===== src/rtl/core/pressure_altimeter_fixed_point_macros.svh =====
// assertion macros for the pressure altimeter core
`ifndef PRESSURE_ALTIMETER_FIXED_POINT_MACROS_SVH
`define PRESSURE_ALTIMETER_FIXED_POINT_MACROS_SVH

`ifndef SYNTHESIS
`define PALT_ASSERT_NOW(lbl, ante, cons, msg) \
	lbl: assert property (@(posedge clk) disable iff (!arst_n) (ante) |-> (cons)) else $error(msg);
`define PALT_ASSERT_NEXT(lbl, ante, cons, msg) \
	lbl: assert property (@(posedge clk) disable iff (!arst_n) (ante) |=> (cons)) else $error(msg);
`else
`define PALT_ASSERT_NOW(lbl, ante, cons, msg)
`define PALT_ASSERT_NEXT(lbl, ante, cons, msg)
`endif

`endif


===== src/rtl/core/palt_pkg.sv =====
// shared types, constants and coefficient table for the pressure altimeter
package palt_pkg;

	localparam logic signed [15:0] REF_RESET  = 16'sd25331;
	localparam logic signed [15:0] C_F0       = 16'sd3132;
	localparam logic signed [15:0] C_CAL_M    = 16'sd7536;
	localparam logic signed [15:0] C_CAL_FT   = 16'sd12068;
	localparam logic signed [15:0] C_OUT_M    = 16'sd16869;
	localparam logic signed [15:0] C_OUT_FT   = 16'sd27672;
	localparam logic [16:0]        ONE_Q15    = 17'd32768;
	localparam logic [4:0]         DIV_LAST   = 5'd31;
	localparam logic [1:0]         K_LAST     = 2'd2;
	localparam logic               REG_METRIC_UNITS = 1'b0;
	localparam logic               METRIC_RESET     = 1'b1;

	typedef enum logic [4:0] {
		ST_IDLE,
		ST_CAL_MUL,
		ST_CAL_EST,
		ST_F0_MUL,
		ST_F0_WB,
		ST_HF_MUL,
		ST_HF_WB,
		ST_FS_MUL,
		ST_FS_WB,
		ST_FF_MUL,
		ST_FF_WB,
		ST_DIV_INIT,
		ST_DIV_STEP,
		ST_DIV_DONE,
		ST_PC_MUL,
		ST_PC_WB,
		ST_EST_UPD,
		ST_OUT_MUL,
		ST_OUT_WB
	} state_t;

	typedef enum logic [4:0] {
		OP_NONE,
		OP_LOAD,
		OP_CAL_MUL,
		OP_CAL_EST,
		OP_F0_MUL,
		OP_F0_WB,
		OP_HF_MUL,
		OP_HF_WB,
		OP_FS_MUL,
		OP_FS_WB,
		OP_FF_MUL,
		OP_FF_WB,
		OP_DIV_INIT,
		OP_DIV_STEP,
		OP_DIV_DONE,
		OP_PC_MUL,
		OP_PC_WB,
		OP_EST_UPD,
		OP_OUT_MUL,
		OP_RES
	} op_t;

	typedef struct packed {
		op_t        op;
		logic [1:0] k;
	} cmd_t;

	typedef struct packed {
		logic out_busy;
	} sts_t;

	// series coefficients after the first term
	function automatic logic signed [15:0] coef(input logic [1:0] k);
		logic signed [15:0] c;
		case (k)
			2'd0:    c = 16'sd7032;
			2'd1:    c = 16'sd13533;
			default: c = 16'sd26533;
		endcase
		return c;
	endfunction

endpackage


===== src/rtl/core/palt_ctrl.sv =====
// sequencer for the altimeter: series steps, serial divide and result handoff
`include "pressure_altimeter_fixed_point_macros.svh"

module palt_ctrl (
	input  logic            clk,
	input  logic            arst_n,
	input  logic            in_valid,
	input  logic            action,
	output logic            in_stall,
	input  palt_pkg::sts_t  sts,
	output palt_pkg::cmd_t  cmd
);

	palt_pkg::state_t state_q, state_nx;
	logic             action_q;
	logic [4:0]       cnt_q;

	always_ff @(posedge clk or negedge arst_n) begin
		if (!arst_n) begin
			state_q  <= palt_pkg::ST_IDLE;
			action_q <= 1'b0;
			cnt_q    <= '0;
		end else begin
			state_q <= state_nx;
			if (state_q == palt_pkg::ST_IDLE && in_valid)
				action_q <= action;
			if (state_q == palt_pkg::ST_F0_WB || state_q == palt_pkg::ST_DIV_INIT)
				cnt_q <= '0;
			else if (state_q == palt_pkg::ST_FS_WB || state_q == palt_pkg::ST_DIV_STEP)
				cnt_q <= cnt_q + 5'd1;
		end
	end

	always_comb begin
		state_nx = state_q;
		cmd.op   = palt_pkg::OP_NONE;
		cmd.k    = cnt_q[1:0];
		in_stall = 1'b1;
		unique case (state_q)
			palt_pkg::ST_IDLE: begin
				in_stall = 1'b0;
				if (in_valid) begin
					cmd.op   = palt_pkg::OP_LOAD;
					state_nx = action ? palt_pkg::ST_CAL_MUL : palt_pkg::ST_F0_MUL;
				end
			end
			palt_pkg::ST_CAL_MUL: begin
				cmd.op   = palt_pkg::OP_CAL_MUL;
				state_nx = palt_pkg::ST_CAL_EST;
			end
			palt_pkg::ST_CAL_EST: begin
				cmd.op   = palt_pkg::OP_CAL_EST;
				state_nx = palt_pkg::ST_F0_MUL;
			end
			palt_pkg::ST_F0_MUL: begin
				cmd.op   = palt_pkg::OP_F0_MUL;
				state_nx = palt_pkg::ST_F0_WB;
			end
			palt_pkg::ST_F0_WB: begin
				cmd.op   = palt_pkg::OP_F0_WB;
				state_nx = palt_pkg::ST_HF_MUL;
			end
			palt_pkg::ST_HF_MUL: begin
				cmd.op   = palt_pkg::OP_HF_MUL;
				state_nx = palt_pkg::ST_HF_WB;
			end
			palt_pkg::ST_HF_WB: begin
				cmd.op   = palt_pkg::OP_HF_WB;
				state_nx = palt_pkg::ST_FS_MUL;
			end
			palt_pkg::ST_FS_MUL: begin
				cmd.op   = palt_pkg::OP_FS_MUL;
				state_nx = palt_pkg::ST_FS_WB;
			end
			palt_pkg::ST_FS_WB: begin
				cmd.op   = palt_pkg::OP_FS_WB;
				state_nx = (cnt_q[1:0] == palt_pkg::K_LAST) ? palt_pkg::ST_FF_MUL
				                                             : palt_pkg::ST_HF_MUL;
			end
			palt_pkg::ST_FF_MUL: begin
				cmd.op   = palt_pkg::OP_FF_MUL;
				state_nx = palt_pkg::ST_FF_WB;
			end
			palt_pkg::ST_FF_WB: begin
				cmd.op   = palt_pkg::OP_FF_WB;
				state_nx = action_q ? palt_pkg::ST_DIV_INIT : palt_pkg::ST_PC_MUL;
			end
			palt_pkg::ST_DIV_INIT: begin
				cmd.op   = palt_pkg::OP_DIV_INIT;
				state_nx = palt_pkg::ST_DIV_STEP;
			end
			palt_pkg::ST_DIV_STEP: begin
				cmd.op = palt_pkg::OP_DIV_STEP;
				if (cnt_q == palt_pkg::DIV_LAST)
					state_nx = palt_pkg::ST_DIV_DONE;
			end
			palt_pkg::ST_DIV_DONE: begin
				cmd.op   = palt_pkg::OP_DIV_DONE;
				state_nx = palt_pkg::ST_IDLE;
			end
			palt_pkg::ST_PC_MUL: begin
				cmd.op   = palt_pkg::OP_PC_MUL;
				state_nx = palt_pkg::ST_PC_WB;
			end
			palt_pkg::ST_PC_WB: begin
				cmd.op   = palt_pkg::OP_PC_WB;
				state_nx = palt_pkg::ST_EST_UPD;
			end
			palt_pkg::ST_EST_UPD: begin
				cmd.op   = palt_pkg::OP_EST_UPD;
				state_nx = palt_pkg::ST_OUT_MUL;
			end
			palt_pkg::ST_OUT_MUL: begin
				cmd.op   = palt_pkg::OP_OUT_MUL;
				state_nx = palt_pkg::ST_OUT_WB;
			end
			palt_pkg::ST_OUT_WB: begin
				// hold the product until the output register frees up
				if (!sts.out_busy) begin
					cmd.op   = palt_pkg::OP_RES;
					state_nx = palt_pkg::ST_IDLE;
				end
			end
			default: state_nx = palt_pkg::ST_IDLE;
		endcase
	end

	`PALT_ASSERT_NEXT(a_accept_blocks, in_valid && !in_stall, in_stall, "input taken twice in a row")
	`PALT_ASSERT_NOW(a_res_measure_only, cmd.op == palt_pkg::OP_RES, !action_q, "result from calibrate")
	`PALT_ASSERT_NOW(a_res_free, cmd.op == palt_pkg::OP_RES, !sts.out_busy, "result overwrites pending output")

endmodule


===== src/rtl/core/palt_dp.sv =====
// altimeter datapath: shared 16x16 multiplier, series registers, serial divider, output register
`include "pressure_altimeter_fixed_point_macros.svh"

module palt_dp (
	input  logic                clk,
	input  logic                arst_n,
	input  palt_pkg::cmd_t      cmd,
	output palt_pkg::sts_t      sts,
	input  logic                metric,
	input  logic [16:0]         pressure_pa,
	input  logic signed [15:0]  reference_altitude,
	input  logic                out_stall,
	output logic                out_valid,
	output logic signed [15:0]  altitude
);

	logic signed [15:0] est_q, ref_q, p4_q, alt_q, f_q, hf_q, alt_out_q;
	logic signed [31:0] prod_q;
	logic [16:0]        d_q, rem_q;
	logic [31:0]        dq_q;
	logic               neg_q, out_valid_q;

	logic signed [15:0] a_op, b_op, p16, p15;
	logic               mul_en;
	logic [17:0]        pa_rnd;
	logic [16:0]        d_nx;
	logic [32:0]        nsum;
	logic [31:0]        num, mag;
	logic [17:0]        trial;
	logic               ge;
	logic [17:0]        trial_sub;

	assign p16 = prod_q[31:16];
	assign p15 = prod_q[30:15];

	// rounding to 4 Pa units, top code wraps negative
	assign pa_rnd = {1'b0, pressure_pa} + 18'd2;

	always_comb begin
		mul_en = 1'b1;
		a_op   = est_q;
		b_op   = palt_pkg::C_F0;
		unique case (cmd.op)
			palt_pkg::OP_CAL_MUL: begin
				a_op = alt_q;
				b_op = metric ? palt_pkg::C_CAL_M : palt_pkg::C_CAL_FT;
			end
			palt_pkg::OP_F0_MUL: b_op = palt_pkg::C_F0;
			palt_pkg::OP_HF_MUL: b_op = palt_pkg::coef(cmd.k);
			palt_pkg::OP_FS_MUL: begin
				a_op = hf_q;
				b_op = f_q;
			end
			palt_pkg::OP_FF_MUL: b_op = f_q;
			palt_pkg::OP_PC_MUL: begin
				a_op = ref_q;
				b_op = f_q;
			end
			palt_pkg::OP_OUT_MUL: b_op = metric ? palt_pkg::C_OUT_M : palt_pkg::C_OUT_FT;
			default: mul_en = 1'b0;
		endcase
	end

	// divider setup: d = 1 - F in q15, dividend = (p4 * 2^16 + d) >> 1
	assign d_nx = palt_pkg::ONE_Q15 - {f_q[15], f_q};
	assign nsum = {p4_q[15], p4_q, 16'h0000} + {16'h0000, d_nx};
	assign num  = nsum[32:1];
	assign mag  = num[31] ? (32'd0 - num) : num;

	// one restoring step per cycle
	assign trial     = {rem_q, dq_q[31]};
	assign ge        = trial >= {1'b0, d_q};
	assign trial_sub = trial - {1'b0, d_q};

	always_ff @(posedge clk) begin
		if (mul_en)
			prod_q <= a_op * b_op;
		unique case (cmd.op)
			palt_pkg::OP_LOAD: begin
				p4_q  <= pa_rnd[17:2];
				alt_q <= reference_altitude;
			end
			palt_pkg::OP_F0_WB: f_q  <= p16;
			palt_pkg::OP_HF_WB: hf_q <= p16;
			palt_pkg::OP_FS_WB: f_q  <= hf_q - p15;
			palt_pkg::OP_FF_WB: f_q  <= est_q - p15;
			palt_pkg::OP_DIV_INIT: begin
				d_q   <= d_nx;
				neg_q <= num[31];
				dq_q  <= mag;
				rem_q <= '0;
			end
			palt_pkg::OP_DIV_STEP: begin
				rem_q <= ge ? trial_sub[16:0] : trial[16:0];
				dq_q  <= {dq_q[30:0], ge};
			end
			palt_pkg::OP_PC_WB: hf_q <= ref_q - p15;
			palt_pkg::OP_RES:   alt_out_q <= metric ? p16 : p15;
			default: ;
		endcase
	end

	always_ff @(posedge clk or negedge arst_n) begin
		if (!arst_n) begin
			est_q       <= '0;
			ref_q       <= palt_pkg::REF_RESET;
			out_valid_q <= 1'b0;
		end else begin
			if (cmd.op == palt_pkg::OP_CAL_EST)
				est_q <= metric ? ((alt_q <<< 2) - p16) : (alt_q + p16);
			else if (cmd.op == palt_pkg::OP_EST_UPD)
				est_q <= est_q - (p4_q - hf_q);
			if (cmd.op == palt_pkg::OP_DIV_DONE)
				ref_q <= neg_q ? (16'sd0 - $signed(dq_q[15:0])) : $signed(dq_q[15:0]);
			if (cmd.op == palt_pkg::OP_RES)
				out_valid_q <= 1'b1;
			else if (!out_stall)
				out_valid_q <= 1'b0;
		end
	end

	assign sts.out_busy = out_valid_q && out_stall;
	assign out_valid    = out_valid_q;
	assign altitude     = alt_out_q;

	`PALT_ASSERT_NOW(a_div_nonzero, cmd.op == palt_pkg::OP_DIV_STEP, d_q != 17'd0, "zero divisor")
	`PALT_ASSERT_NOW(a_rem_bound, cmd.op == palt_pkg::OP_DIV_STEP, rem_q < d_q, "remainder not below divisor")

endmodule


===== src/rtl/core/pressure_altimeter_fixed_point.sv =====
// Barometric altimeter with iterative estimate refinement.
// Input channel (in_valid/in_stall): action, pressure_pa, reference_altitude.
//   action 1 calibrates: sets the estimate from reference_altitude and derives
//   the sea-level reference pressure; no transaction comes out.
//   action 0 measures: corrects the estimate and emits one altitude transaction.
// Output channel (out_valid/out_stall): altitude, held in an output register.
// Configuration: APB register metric_units at address 0 (1 meters, 0 feet).
// A measure item runs the series, pressure correction, estimate update and
// output scaling, then reaches the result register; the next item can be taken
// in the cycle after that. A calibrate item runs the series and then the divider
// before it updates the reference pressure. Each shared 16x16 multiply and each
// writeback through the five-term series has its own state; calibrate adds a
// one-bit-per-cycle 32-step restoring divider. One item is in flight at a time;
// in_stall is low only while the sequencer is idle.
// A waiting result does not block the next input; a measure item whose
// result finds the output register still stalled waits in its last step.
// Reset clears the output valid flag, sets the estimate to 0, the reference
// pressure to 25331 (101325 Pa) and metric_units to 1.
module pressure_altimeter_fixed_point (
	input  logic                clk,
	input  logic                arst_n,
	input  logic                psel,
	input  logic                penable,
	input  logic                pwrite,
	input  logic [2:0]          paddr,
	input  logic [31:0]         pwdata,
	output logic [31:0]         prdata,
	output logic                pready,
	input  logic                in_valid,
	output logic                in_stall,
	input  logic                action,
	input  logic [16:0]         pressure_pa,
	input  logic signed [15:0]  reference_altitude,
	output logic                out_valid,
	input  logic                out_stall,
	output logic signed [15:0]  altitude
);

	logic           metric_q;
	logic           reg_hit;
	palt_pkg::cmd_t cmd;
	palt_pkg::sts_t sts;

	assign pready  = 1'b1;
	assign reg_hit = paddr[2] == palt_pkg::REG_METRIC_UNITS;

	always_ff @(posedge clk or negedge arst_n) begin
		if (!arst_n)
			metric_q <= palt_pkg::METRIC_RESET;
		else if (psel && penable && pwrite && reg_hit)
			metric_q <= pwdata[0];
	end

	assign prdata = reg_hit ? {31'd0, metric_q} : 32'd0;

	palt_ctrl u_ctrl (
		.clk      (clk),
		.arst_n   (arst_n),
		.in_valid (in_valid),
		.action   (action),
		.in_stall (in_stall),
		.sts      (sts),
		.cmd      (cmd)
	);

	palt_dp u_dp (
		.clk                (clk),
		.arst_n             (arst_n),
		.cmd                (cmd),
		.sts                (sts),
		.metric             (metric_q),
		.pressure_pa        (pressure_pa),
		.reference_altitude (reference_altitude),
		.out_stall          (out_stall),
		.out_valid          (out_valid),
		.altitude           (altitude)
	);

endmodule

===== config.mk =====
export PLATFORM = sky130hd
export DESIGN_NAME = pressure_altimeter_fixed_point
export DESIGN_NICKNAME = d
export VERILOG_FILES = /design/src/rtl/core/palt_pkg.sv /design/src/rtl/core/palt_ctrl.sv /design/src/rtl/core/palt_dp.sv /design/src/rtl/core/pressure_altimeter_fixed_point.sv
export VERILOG_INCLUDE_DIRS = /design/src /design/src/rtl/core
export SDC_FILE = /design/constraint.sdc
export NUM_CORES = 1
export LEC_CHECK = 0
export ABC_AREA = 1
export BUFFER_PORTS_ARGS = -buffer_cell sky130_fd_sc_hd__buf_2
export CORE_ASPECT_RATIO = 0.7
export CORE_MARGIN = 2
export CORE_UTILIZATION = 50
export CTS_CLUSTER_SIZE = 14
export DETAILED_ROUTE_END_ITERATION = 6
export PLACE_DENSITY = 0.68
export SLEW_MARGIN = 25
export SYNTH_ARGS = -nofsm -noshare
export SYNTH_HDL_FRONTEND = slang
export SYNTH_SLANG_ARGS = --single-unit

===== constraint.sdc =====
create_clock -name clk -period 7.5 [get_ports clk]
set_input_delay 0 -clock clk [delete_from_list [all_inputs] [get_ports clk]]
set_output_delay 0 -clock clk [all_outputs]
set_load 0.005 [all_outputs]

Word level (Yosys, flattened, before mapping)
Index checks and enable logic that the tools add are counted. W data, S select, Z words.

Memory bits (read-only): 0. Bits in latches: 0. Memories: 0. RAM bits: 0. Output and inout port bits: 51. Flip-flop bits (word level): 224.

$add $sub $neg: 14. Multiplexer cells: 33. Eq/ne operators: 44. $lt $le $gt $ge: 1. Bitwise gates (word level): 1. Reduce and logical (&&, ||, !) cells: 17. Multipliers: 1. Divide/modulo/power cells: 0. Shift operators: 0.

Operators by type and width (number): $pmux W16 S3 (2); $sub A16 B16 Y16 (6); $pmux W5 S19 (1); $pmux W5 S18 (1); $eq A5 B4 Y1 const B (16); $mux W16 (5); $pmux W16 S4 (1); $pmux W32 S2 (1); $eq A5 B3 Y1 const B (8); $eq A5 B5 Y1 const B (8); $pmux W17 S2 (1); $add A32 B18 Y33 (1); $mul A16 B16 Y32 (1); $mux W32 (1); $pmux W16 S2 (1); $sub A1 B32 Y32 const A (1); $mux W5 (6); $pmux W15 S2 (1); $mux W14 (2); $eq A5 B2 Y1 const B (4); $add A17 B2 Y18 const B (1); $ge A18 B17 Y1 (1); $mux W17 (1); $sub A16 B17 Y17 const A (1); other kinds (23) (39).

Longest topological paths before layout
Word-level depth: 7. Mapped depth: 36. Mapped depth without buffers: 34.

Hierarchy
A second synthesis with hierarchy kept.

Cells, all modules: 3505. Area total of the unflattened synthesis: 26903.3 um2.

Modules (own cells, without submodules): palt_dp (area an instance 25655.9 um2, instances 1, cells each 3320); palt_ctrl (area an instance 932.1 um2, instances 1, cells each 140); pressure_altimeter_fixed_point (area an instance 315.3 um2, instances 1, cells each 45).

Worst setup path after synthesis
Ideal clock, no wire load.

Path kind: reg2reg. From: reg u_ctrl.state_q[4]. To: reg u_dp.prod_q[29], data pin. Path slack: 0.864 ns. Cell stages (with the launch flop): 31. Setup time: 0.252 ns. Arrival time: 6.384 ns. Clock period less this slack: 6.636 ns. Cell sequence: dfrtp_1 buf_4 inv_2 nand3_4 nand3_2 buf_6 nor3_2 a21oi_1 inv_1 nor3_2 buf_2 nor2_1 fa_1 fa_1 fa_1 fa_1 fa_1 inv_1 fa_1 inv_1 ha_1 a21oi_1 inv_1 a31oi_1 nor2_1 o21ai_0 nand2_1 a41oi_1 nand2_1 nand2_1 nand2_1.

Longest elaborated chain between the ends: 6. Elaborated cells on any way between the ends: 30. Classes of those cells: 1 x mul; 24 x eq/ne; 3 x mux; 2 x reduce/logical.

Ends and longest elaborated chain: start: declaration (line palt_ctrl.sv:14) `palt_pkg::state_t state_q, state_nx;`; start signal: assignment (line palt_ctrl.sv:20) `state_q <= palt_pkg::ST_IDLE;`; start signal: assignment (line palt_ctrl.sv:24) `state_q <= state_nx;`; $eq A5 B5 Y1, or another cell as far along (line palt_ctrl.sv:39) `unique case (state_q)`; $pmux W5 S19 * (line palt_ctrl.sv:39); $eq A5 B4 Y1 (line palt_dp.sv:43) `unique case (cmd.op)`; $reduce_or A3 Y1 (no source line); $pmux W16 S4 (line palt_dp.sv:43); $mul A16 B16 Y32 * (line palt_dp.sv:77) `prod_q <= a_op * b_op;`; end signal: assignment (line palt_dp.sv:77); end: declaration (line palt_dp.sv:18) `logic signed [31:0] prod_q;`.

Mark *: on every way between the ends. The rest lies on a longest branch, timed or not. A chain may end at the register's enable or synchronous reset.

Worst setup path after layout
From: reg u_ctrl.state_q[3]. To: reg u_dp.prod_q[19], data pin.

The elaborated chain is that of the path after synthesis.

==> summary.md <==
| Metric | Value |
|---|---|
| Outcome | `completed` |
| Sequential-to-total area share from yosys stat | `22.4%` |
| Fin worst setup slack | `0.309 ns` |
| CTS root buffer | `clkbuf_16` |
| Yosys top cell by area | `fa_1` |
| Top cell type's share of synthesized area | `20.7%` |
| Skew final | `0.0205 ns` |
| Number of library cell types mapped by synthesis | `58` |
| Clock Tree Buf Depth | `3` |
| Worst slew pin tran | `1.07 ns` |
| Share of cells above drive strength 1 | `7.80%` |
| Min Tclk post-route | `7.19 ns` |
| Final setup viols | `0` |
| CP max stage delay | `0.54 ns` |
| CTS tree | `yes` |
| Router iterations before antenna repair | `6` |
| Drt via density | `5.40` |
| CTS sink count | `209` |
| RSZ-0062 raised after global routing | `no` |
| Synthesized flop and latch total | `209` |
| DR DRC count | `0` |
| Vias in the first global route | `21911` |
| RD Place Congestion | `1.02` |
| CP max FO | `9` |
| CTS buffer count | `25` |
| Post-synth top flop | `edfxtp_1` |
| Post-route setup TNS | `0 ns` |
| Most frequent cells in the layout | `nand2_1 (851), inv_1 (736), nor2_1 (286)` |
| Ys Warns | `0` |
| CTS clk-pin slew, worst paths | `0.06 ns` |
| HP Class | `in -> async` |
| Synth Area per Inst | `7.60 sq um` |
| # port buffers | `60` |
| Final Util | `55.9%` |
| Share of synthesized registers carrying an async set or reset | `21.5%` |
| Wire length per cell | `19.1 microns` |
| H-tree depth | `1` |
| CP endpoint kind | `flip-flop` |
| Die ar. | `56000 sq um` |
| Mapped Area | `27100 sq um` |
| Final Cycle Share | `95.9%` |
| Critical Path Most Common Cell | `fa_1` |
| Dpl hpwl | `69200 microns` |
| Worst Path Buf+Inv | `7` |
| Initial Util | `50.5%` |
| Routed Antenna Nets | `0` |
| CP max stage cell | `fa_1` |
| Area contributors post-synth | `fa_1 (21%), edfxtp_1 (18%), nand2_1 (12%)` |
| Worst-skew pair later-pin latency | `0.57 ns` |
| Core Rows | `71` |
| CP startpoint kind | `flip-flop` |
| Mapped Cells | `3559` |
| Critical path data required time | `7.76 ns` |
| Syn-to-layout area delta | `10.6%` |
| F_max | `139 MHz` |
| Final Hold Fails | `0` |
| Cell family with most CP delay | `adder cells` |
| Largest net degree at the start of global routing | `55` |
| I/O Pins | `127` |
| Nets | `4226` |
| Slew HR | `28.7%` |
| Max-Cap Viols | `0` |
| Die H | `199 microns` |
| Slew Viols, Final | `0` |
| Initial antenna violation count | `1` |
| Die Wd | `282 microns` |
| Pre-CTS setup slack | `0.259 ns` |
| Post-synth EDFFs | `164` |
| First-pass GRT wire length | `130000 microns` |
| Drt initial violations | `2719` |
| Worst Path Arrival | `7.46 ns` |
| GR Overflow Total | `0` |
| Vias | `23947` |
| GRT Overall Usage | `30.7%` |
| Core area | `53600 sq um` |
| Total Wirelength | `84900 microns` |
| Commonest non-fill, non-tap cell in the layout | `nand2_1` |
| Crit path kind | `reg -> reg` |
-- cells in the mapped netlist, drive strengths merged, types with 2 or more instances --
library cell / count
or2: 17
nor4: 7
xnor2: 26
dfstp: 10
nor3: 32
o22ai: 3
a31oi: 21
dfrtp: 35
clkbuf: 44
o21bai: 11
o21a: 4
conb: 2
a21oi: 154
inv: 751
a211oi: 4
o221ai: 4
a221oi: 14
xor2: 75
buf: 62
a2111oi: 2
o211ai: 14
and3: 4
ha: 184
a21o: 17
nor2: 312
nand2: 865
clkinv: 2
nand3: 158
a21boi: 3
edfxtp: 164
o31ai: 8
nor3b: 3
o21ai: 224
o221a: 2
fa: 280
a41oi: 3
nand4: 32
nand3b: 2
-- final timing paths --
check	start	endpoint	slack, ns	cells after the start
max	u_ctrl.state_q[3]	u_dp.prod_q[19]	0.31	28
min	arst_n	u_dp.ref_q[8]	0.11	3
max reg2reg	u_ctrl.state_q[3]	u_dp.prod_q[19]	0.31	28
min reg2reg	u_ctrl.cnt_q[2]	u_ctrl.cnt_q[2]	0.49	1
max in group asynchronous	arst_n	u_ctrl.state_q[4]	6.88	3
min in group clk	pressure_pa[1]	u_dp.p4_q[3]	0.14	4
-- cell type report --
class,instances,area (sq um)
Inverter,753,2840
Sequential cell,209,6060
Timing Repair Buffer,176,1330
Clock buffer,37,785
Clock inverter,9,128
Fill cell,5047,23600
Multi-Input combinational cell,2521,17900
Tap cell,730,913
Antenna cell,1,2.50
-- per-stage QoR --
stage	hold slack, ns	cell area [sq um]	cells
2_1_floorplan	-0.296	27200	3589
3_3_place_gp	0.162	28300	4333
3_5_place_dp	0.150	28400	4334
4_1_cts	0.106	29800	4430
5_1_grt	0.148	29900	4435
6_report	0.111	29900	4436
-- layer usage --
layer	global-route usage [%]	part of all wire, %
met5	0	0
met4	7.37	2.7
met3	7.76	13
met2	41.2	38
met1	48.6	46
-- registers in the layout, indices dropped and copies added, names as in the netlist, 5 cells and up --
signal and flops:
u_dp.alt_q 16, u_dp.dq_q 32, u_ctrl.cnt_q 5, u_dp.prod_q 17, u_dp.d_q 17, u_ctrl.state_q 5
u_dp.p4_q 16, u_dp.f_q 16, u_dp.altitude 16, u_dp.ref_q 16, u_dp.rem_q 17, u_dp.hf_q 16
u_dp.est_q 16
-- timing repair --
item | CTS | global route
endpoints found under the setup margin | 0 | 17
buffers inserted | 0 | 5
endpoints found under the hold margin | 98 | 0
hold buffers | 50 | 0
gates resized for setup | 0 | 24
-- worst reg2reg max path: cells and delay by family, from the launching register on --
family	cells	cell delay (ns)
AOI/OAI and AO/OA	4	0.89
DFF	1	0.45
adders and majority gates	7	3.46
and+or+nand+nor	10	1.30
buffers and inverters	7	0.78
-- logic make-up after synthesis --
kind of cell | share of synthesized area [%]
flops | 22.4
fa+ha+maj | 29.2
simple gates | 22.3
buf+inv | 12.5
compound gates | 10.3
other cells | 0.0278
xor+xnor | 3.30
Power is left out: the tool's default activity adds up to more than one toggle a clock period on the data nets, which glitch-free logic cannot reach.
